==> config.mk <==
export PLATFORM = sky130hd
export DESIGN_NAME = multi_receiver_iq_frame_deframer
export DESIGN_NICKNAME = d
export VERILOG_FILES = /design/src/rtl/mriqfd_pkg.sv /design/src/rtl/multi_receiver_iq_frame_deframer.sv
export SDC_FILE = /design/constraint.sdc
export NUM_CORES = 1
export LEC_CHECK = 0
export BUFFER_PORTS_ARGS = -buffer_cell sky130_fd_sc_hd__buf_2
export CORE_MARGIN = 2
export CORE_UTILIZATION = 51
export CTS_CLUSTER_DIAMETER = 120
export DETAILED_ROUTE_END_ITERATION = 12
export PLACE_DENSITY_LB_ADDON = 0.3
export SLEW_MARGIN = 10
export SYNTH_ARGS = -nofsm -noshare
export SYNTH_HDL_FRONTEND = slang
export SYNTH_SLANG_ARGS = --single-unit
==> constraint.sdc <==
create_clock -name aclk -period 12.45 [get_ports aclk]
set_input_delay 0.6225 -clock aclk [delete_from_list [all_inputs] [get_ports aclk]]
set_output_delay 0.6225 -clock aclk [all_outputs]
set_load 0.01 [all_outputs]
==> src/rtl/mriqfd_pkg.sv <==
`timescale 1ns / 1ps
`default_nettype none
// ----------------------------------------------------------------------------
// mriqfd_pkg
// Shared types and constants of the multi-receiver I/Q frame deframer.
// ----------------------------------------------------------------------------
package mriqfd_pkg;

    localparam int MAX_CHANNELS  = 8;
    localparam int FRAME_BYTES   = 512;
    localparam int PAYLOAD_BYTES = 504;
    localparam int HEADER_BYTES  = FRAME_BYTES - PAYLOAD_BYTES;
    localparam int MAX_DECIM     = 8;
    localparam int OUT_DEPTH_DEF = 4;

    // Sample sets per frame, indexed by channel count minus one.
    // A set is 6 bytes per channel plus a 2-byte mic word.
    localparam logic [5:0] SPF_TABLE [MAX_CHANNELS] = '{
        6'(PAYLOAD_BYTES / 8),  6'(PAYLOAD_BYTES / 14),
        6'(PAYLOAD_BYTES / 20), 6'(PAYLOAD_BYTES / 26),
        6'(PAYLOAD_BYTES / 32), 6'(PAYLOAD_BYTES / 38),
        6'(PAYLOAD_BYTES / 44), 6'(PAYLOAD_BYTES / 50)
    };

    typedef enum logic [1:0] {
        KIND_IQ   = 2'd0,
        KIND_MIC  = 2'd1,
        KIND_DONE = 2'd2
    } kind_t;

    typedef enum logic [1:0] {
        REG_DDC_COUNT      = 2'd0,
        REG_MIC_DECIMATION = 2'd1,
        REG_FRAME_LIMIT    = 2'd2
    } reg_idx_t;

    // Results of one byte: an optional I/Q or mic result, then an optional
    // completion marker.
    typedef struct packed {
        logic        main_valid;
        kind_t       main_kind;
        logic [2:0]  channel;
        logic [31:0] i_value;
        logic [31:0] q_value;
        logic [25:0] sample_index;
        logic        marker;
    } out_entry_t;

endpackage : mriqfd_pkg
`default_nettype wire

==> src/rtl/multi_receiver_iq_frame_deframer.sv <==
`timescale 1ns / 1ps
`default_nettype none
// ----------------------------------------------------------------------------
// multi_receiver_iq_frame_deframer
// Byte-stream deframer for multi-receiver I/Q and mic sample packets.
// ----------------------------------------------------------------------------
// Accepts one packet byte per clock while the result queue has room. Each byte
// is parsed by counter updates and a 40-bit shift, and its results go into
// an OUT_DEPTH-entry result queue, so input and output stall independently.
// A byte yields at most one I/Q or mic result, plus the completion marker on
// the last byte of a packet; that rare byte puts both on the result port in
// turn and the queue absorbs it. s_tready drops only when the queue is full.
// Registers (APB, 32-bit): 0x0 ddc_count, 0x4 mic_decimation, 0x8 frame_limit.
module multi_receiver_iq_frame_deframer #(
    parameter int OUT_DEPTH = mriqfd_pkg::OUT_DEPTH_DEF
) (
    input  wire logic        aclk,
    input  wire logic        aresetn,
    // input stream
    input  wire logic        s_tvalid,
    output logic             s_tready,
    input  wire logic [7:0]  s_tdata,   // [7:0] data_byte
    input  wire logic        s_tuser,   // [0] packet_start
    // result stream
    output logic             m_tvalid,
    input  wire logic        m_tready,
    output logic [95:0]      m_tdata,   // [2:0] channel, [34:3] i_value,
                                        // [66:35] q_value, [92:67] sample_index
    output logic [1:0]       m_tuser,   // [1:0] kind
    output logic             m_tlast,   // last_of_run
    // configuration
    input  wire logic        psel,
    input  wire logic        penable,
    input  wire logic        pwrite,
    input  wire logic [3:0]  paddr,
    input  wire logic [31:0] pwdata,
    output logic [31:0]      prdata,
    output logic             pready
);
    import mriqfd_pkg::*;

    localparam int PTR_W = (OUT_DEPTH > 1) ? $clog2(OUT_DEPTH) : 1;
    localparam int CNT_W = $clog2(OUT_DEPTH + 1);

    // ---------------- configuration ----------------
    logic [3:0]  ddc_reg;
    logic [3:0]  dec_reg;
    logic [19:0] limit_reg;
    logic        cfg_wr;
    reg_idx_t    cfg_idx;

    assign pready  = 1'b1;
    assign cfg_wr  = psel && penable && pwrite && pready;
    assign cfg_idx = reg_idx_t'(paddr[3:2]);

    always_ff @(posedge aclk) begin
        if (!aresetn) begin
            ddc_reg   <= 4'd1;
            dec_reg   <= 4'd1;
            limit_reg <= 20'd0;
        end else if (cfg_wr) begin
            unique case (cfg_idx)
                REG_DDC_COUNT:      ddc_reg   <= pwdata[3:0];
                REG_MIC_DECIMATION: dec_reg   <= pwdata[3:0];
                REG_FRAME_LIMIT:    limit_reg <= pwdata[19:0];
                default: ;
            endcase
        end
    end

    always_comb begin
        unique case (cfg_idx)
            REG_DDC_COUNT:      prdata = {28'd0, ddc_reg};
            REG_MIC_DECIMATION: prdata = {28'd0, dec_reg};
            REG_FRAME_LIMIT:    prdata = {12'd0, limit_reg};
            default:            prdata = 32'd0;
        endcase
    end

    // ---------------- parser state ----------------
    logic [9:0]  pos_reg,    pos_next;
    logic [5:0]  sbp_reg,    sbp_next;
    logic [5:0]  sif_reg,    sif_next;
    logic [39:0] asm_reg,    asm_next;
    logic [2:0]  mdc_reg,    mdc_next;
    logic [19:0] frames_reg, frames_next;
    logic [25:0] mics_reg,   mics_next;
    logic        done_reg,   done_next;

    logic        in_fire;
    logic [3:0]  nch;
    logic [3:0]  dec;
    logic [5:0]  spf;
    logic [5:0]  ch_bytes;
    logic [9:0]  pos;
    logic [8:0]  fpos;
    logic        frame_start;
    logic [5:0]  sbp_eff;
    logic [5:0]  sif_eff;
    logic [39:0] asm_eff;
    logic        capturing;
    logic        active;
    logic [11:0] div_prod;
    logic [2:0]  b_chan;
    logic [5:0]  b_rem;
    logic [25:0] set_idx;
    logic [39:0] asm_shift;
    out_entry_t  entry;

    always_comb begin
        if (ddc_reg == 4'd0)
            nch = 4'd1;
        else if (ddc_reg > 4'(MAX_CHANNELS))
            nch = 4'(MAX_CHANNELS);
        else
            nch = ddc_reg;
        if (dec_reg == 4'd0)
            dec = 4'd1;
        else if (dec_reg > 4'(MAX_DECIM))
            dec = 4'(MAX_DECIM);
        else
            dec = dec_reg;
    end

    assign spf      = SPF_TABLE[3'(nch - 4'd1)];
    assign ch_bytes = 6'(nch) * 6'd6;

    assign in_fire     = s_tvalid && s_tready;
    assign pos         = s_tuser ? 10'd0 : pos_reg;
    assign fpos        = pos[8:0];
    assign frame_start = (fpos == 9'd0);
    assign sbp_eff     = frame_start ? 6'd0  : sbp_reg;
    assign sif_eff     = frame_start ? 6'd0  : sif_reg;
    assign asm_eff     = frame_start ? 40'd0 : asm_reg;
    assign capturing   = (frames_reg < limit_reg);
    assign active      = capturing && (fpos >= 9'(HEADER_BYTES)) && (sif_eff < spf);

    // byte position / 6 by reciprocal multiply, exact for positions below 64
    assign div_prod  = {6'd0, sbp_eff} * 12'd43;
    assign b_chan    = div_prod[10:8];
    assign b_rem     = sbp_eff - 6'(b_chan) * 6'd6;
    assign set_idx   = 26'(frames_reg) * 26'(spf) + 26'(sif_eff);
    assign asm_shift = {asm_eff[31:0], s_tdata};

    always_comb begin
        sbp_next    = sbp_eff;
        sif_next    = sif_eff;
        asm_next    = asm_eff;
        mdc_next    = mdc_reg;
        frames_next = frames_reg;
        mics_next   = mics_reg;
        done_next   = done_reg;
        pos_next    = pos + 10'd1;

        entry              = '0;
        entry.main_kind    = KIND_IQ;
        entry.i_value      = {asm_eff[39:16], 8'd0};
        entry.q_value      = {asm_eff[15:0], s_tdata, 8'd0};
        entry.channel      = b_chan;
        entry.sample_index = set_idx;

        if (active) begin
            if (sbp_eff < ch_bytes) begin
                entry.main_valid = (b_rem == 6'd5);
                asm_next         = asm_shift;
                sbp_next         = sbp_eff + 6'd1;
            end else if (sbp_eff == ch_bytes) begin
                asm_next = asm_shift;
                sbp_next = sbp_eff + 6'd1;
            end else begin
                // second mic byte closes the set
                if (({1'b0, mdc_reg} + 4'd1) >= dec) begin
                    entry.main_valid   = 1'b1;
                    entry.main_kind    = KIND_MIC;
                    entry.channel      = 3'd0;
                    entry.i_value      = {asm_eff[7:0], s_tdata, 16'd0};
                    entry.q_value      = 32'd0;
                    entry.sample_index = mics_reg;
                    mics_next          = mics_reg + 26'd1;
                    mdc_next           = 3'd0;
                end else begin
                    mdc_next = mdc_reg + 3'd1;
                end
                asm_next = 40'd0;
                sbp_next = 6'd0;
                sif_next = sif_eff + 6'd1;
            end
        end

        if ((fpos == 9'(FRAME_BYTES - 1)) && capturing)
            frames_next = frames_reg + 20'd1;

        if ((pos == 10'(2 * FRAME_BYTES - 1)) && !done_reg && (frames_next >= limit_reg)) begin
            entry.marker = 1'b1;
            done_next    = 1'b1;
        end
    end

    always_ff @(posedge aclk) begin
        if (!aresetn) begin
            pos_reg    <= '0;
            sbp_reg    <= '0;
            sif_reg    <= '0;
            asm_reg    <= '0;
            mdc_reg    <= '0;
            frames_reg <= '0;
            mics_reg   <= '0;
            done_reg   <= 1'b0;
        end else if (in_fire) begin
            pos_reg    <= pos_next;
            sbp_reg    <= sbp_next;
            sif_reg    <= sif_next;
            asm_reg    <= asm_next;
            mdc_reg    <= mdc_next;
            frames_reg <= frames_next;
            mics_reg   <= mics_next;
            done_reg   <= done_next;
        end
    end

    // ---------------- result queue ----------------
    out_entry_t       q_mem [OUT_DEPTH];
    logic [PTR_W-1:0] wr_ptr_reg, wr_ptr_next;
    logic [PTR_W-1:0] rd_ptr_reg, rd_ptr_next;
    logic [CNT_W-1:0] cnt_reg,    cnt_next;
    logic             phase_reg,  phase_next;
    logic             push;
    logic             pop;
    logic             out_fire;
    logic             show_marker;
    out_entry_t       head;

    assign s_tready = (cnt_reg != CNT_W'(OUT_DEPTH));
    assign push     = in_fire && (entry.main_valid || entry.marker);
    assign head     = q_mem[rd_ptr_reg];
    assign m_tvalid = (cnt_reg != '0);
    assign out_fire = m_tvalid && m_tready;

    // marker goes out after the main result of the same byte
    assign show_marker = phase_reg || !head.main_valid;
    assign pop         = out_fire && (show_marker || !head.marker);

    always_comb begin
        if (show_marker) begin
            m_tuser = KIND_DONE;
            m_tdata = '0;
            m_tlast = 1'b1;
        end else begin
            m_tuser = head.main_kind;
            m_tdata = {3'd0, head.sample_index, head.q_value, head.i_value, head.channel};
            m_tlast = !head.marker;
        end
    end

    always_comb begin
        wr_ptr_next = wr_ptr_reg;
        rd_ptr_next = rd_ptr_reg;
        phase_next  = phase_reg;
        if (push)
            wr_ptr_next = (wr_ptr_reg == PTR_W'(OUT_DEPTH - 1)) ? '0 : wr_ptr_reg + PTR_W'(1);
        if (pop) begin
            rd_ptr_next = (rd_ptr_reg == PTR_W'(OUT_DEPTH - 1)) ? '0 : rd_ptr_reg + PTR_W'(1);
            phase_next  = 1'b0;
        end else if (out_fire) begin
            phase_next  = 1'b1;
        end
        cnt_next = cnt_reg + CNT_W'(push) - CNT_W'(pop);
    end

    always_ff @(posedge aclk) begin
        if (!aresetn) begin
            wr_ptr_reg <= '0;
            rd_ptr_reg <= '0;
            cnt_reg    <= '0;
            phase_reg  <= 1'b0;
        end else begin
            wr_ptr_reg <= wr_ptr_next;
            rd_ptr_reg <= rd_ptr_next;
            cnt_reg    <= cnt_next;
            phase_reg  <= phase_next;
        end
    end

    always_ff @(posedge aclk) begin
        if (push)
            q_mem[wr_ptr_reg] <= entry;
    end

endmodule : multi_receiver_iq_frame_deframer
`default_nettype wire

==> out/results.ini <==
[clock_tree]
cts_buffers=48
holdBufCountCts=0
clkTransAtPathRegs_ps=60
clock_latency_ps=620
clockBufferDepth=3
h-tree-depth=2
clock_sinks=470
post_cts_buffers=0
cts_tree=built
post_cts_resize_count=0
cts_root_buffer=clkbuf_16

[drt]
drtPass1Iterations=5
detail-route-antenna-nets=0
route.detailed.drc=0
via_per_inst=5.63
routedWlPerCell_um=18.7
vias=17367
first_iter_violations=1170
drt_wl_total_mm=57.8

[grt]
track_usage_pct=22.1
grt_max_degree=101
grt_pass1_wl_mm=92.9
antenna_found_initial=0
grt_pass1_vias=17457
gr-total-overflow=0

[logic_synthesis]
synth_edf_count=320
synth_common_cells=edfxtp_1, nand2_1, inv_1, ha_1, dfxtp_1
ys_ff_latch=470
synth_area_leader_cell=edfxtp_1
yosysUniqueCellTypes=79
yosysMostFrequentCell=edfxtp_1
ys_seq_area_share_pct=48.1
ys.flop_type=edfxtp_1
synth_area_leaders=edfxtp_1, dfxtp_1, ha_1
synth_top_area_share_pct=36.7
syn_area_per_cell_um2=11.4
synth_area_um2=26200
ys_warn_count=0
async_flop_share_pct=0
syn_inst=2294

[floorplanning]
core_area_um2=51100
rows=83
start_util_pct=51.3
die-area_um2=53200
die_w_um=231
die_h_um=231
top_level_ports=186

[final_layout]
nNetsFinal=2657
final_cells=3084
area_growth_pct=10.0
final_util_pct=56.4
diodes=0
largest_reg_flops=320
drive_gt1_share_pct=14.2

[place]
numPortBuffers=139
dpl.hpwl_mm=39.4
gp_congestion=0.857
place_inst=2995

[timing]
relSlewSlack_pct=21.9
setup_viol=0
tightest_slew_ps=1170
clock_skew_ps=31.8
fmax_mhz=111
fin_crit_ps=9020
setup_tns_ps=0
slew_viol_final=0
rsz0062_at_grt=false
timing.final.crit_share_pct=72.5
hold_ws_ps=258
hold_violations=0

[setup_path]
slowest_stage=and2_4
crit_type=register to register
worstSetupStartpointType=register
critPathMaxStageDelay_ps=710
worstPathRequired_ps=12690
crit_arrival_ps=9270
endpoint_kind=register
r2r-start=pos_reg[0]$_SDFFE_PN0P_
cp_max_fo=53
cp-startpoint=pos_reg[0]$_SDFFE_PN0P_
ff2ff_setup_slack_ps=3430

[worst_hold_path]
min_from=pwdata[7]
hold_class=primary input to register

[pwr]
finalPower_mw=3.17
irDropWorstVdd_mv=0.101
power_density_nw_per_um2=110
p_leak_nw=11.9

[run_status]
status=completed

[flow_run]
cap_violations=0

-- report_power, final --
| group | total [mW] | switching, mW | internal, mW |
|---|---|---|---|
| sequential | 1.65 | 0.00321 | 1.65 |
| combinational | 0.0818 | 0.0583 | 0.0235 |
| clock | 1.43 | 0.620 | 0.814 |
-- cells by family after synthesis --
group,after synthesis,share of synthesized area (%)
AOI/OAI and AO/OA,320,8.33
xor gates and xnor gates,87,2.91
adders and majority gates,242,13.9
buffers and inverters,331,5.37
DFF,470,48.1
muxes,98,7.57
other,2,0.0287
and+or+nand+nor,744,13.7
-- cells in the final DEF (no fill, tap or decap), types with 17 or more instances in the layout --
master and instances:
nor2b_1 88, a22o_1 33, nand2_1 281, and2_1 53
and3_1 47, inv_1 161, edfxtp_1 320, nand3_1 38
xnor2_1 53, buf_2 139, mux2i_1 17, dfxtp_1 148
buf_4 20, ha_1 156, nor2_1 132, xor2_1 34
nand4_1 20, conb_1 32, o21ai_0 58, fa_1 84
mux4_2 80, a21oi_1 104, clkbuf_16 50
-- worst max-delay path, delay by kind of cell (launching register included) --
kind | cells | cell delay, ps
xor+xnor | 3 | 620
flops | 1 | 330
fa+ha+maj | 8 | 2530
simple gates | 3 | 1430
compound gates | 10 | 2640
buf+inv | 7 | 1090
-- final timing paths --
path | end | cells after the start
hold / removal | limit_reg[7]$_SDFFE_PN0P_ | 3
hold reg to reg | sbp_reg[4]$_SDFFE_PN0P_ | 2
setup reg to reg | q_mem[2][74]$_DFFE_PP_ | 31
setup / recovery | q_mem[2][74]$_DFFE_PP_ | 31
-- metal layers --
metal | global-route usage [%] | routed length (µm)
met2 | 36.8 | 27600
met1 | 29.0 | 25000
met3 | 3.77 | 3310
met4 | 8.23 | 1910
met5 | 0 | 0
-- per-stage QoR --
stage	setup slack, ps	cell area [µm²]
after floorplan	2750	26300
after global placement	3120	27200
after detailed placement	2820	27200
after CTS	3370	28800
after global routing	2840	28800
final	3430	28800
-- layout make-up --
class	count	area [µm²]
sequential	470	12600
timing repair buffer	159	846
multi-input combinational	1523	12300
tap	680	851
inverter	163	612
clock buffer	64	1310
clock inverter	25	284
fill	4206	22300
Power figures use the tool's default switching activity.
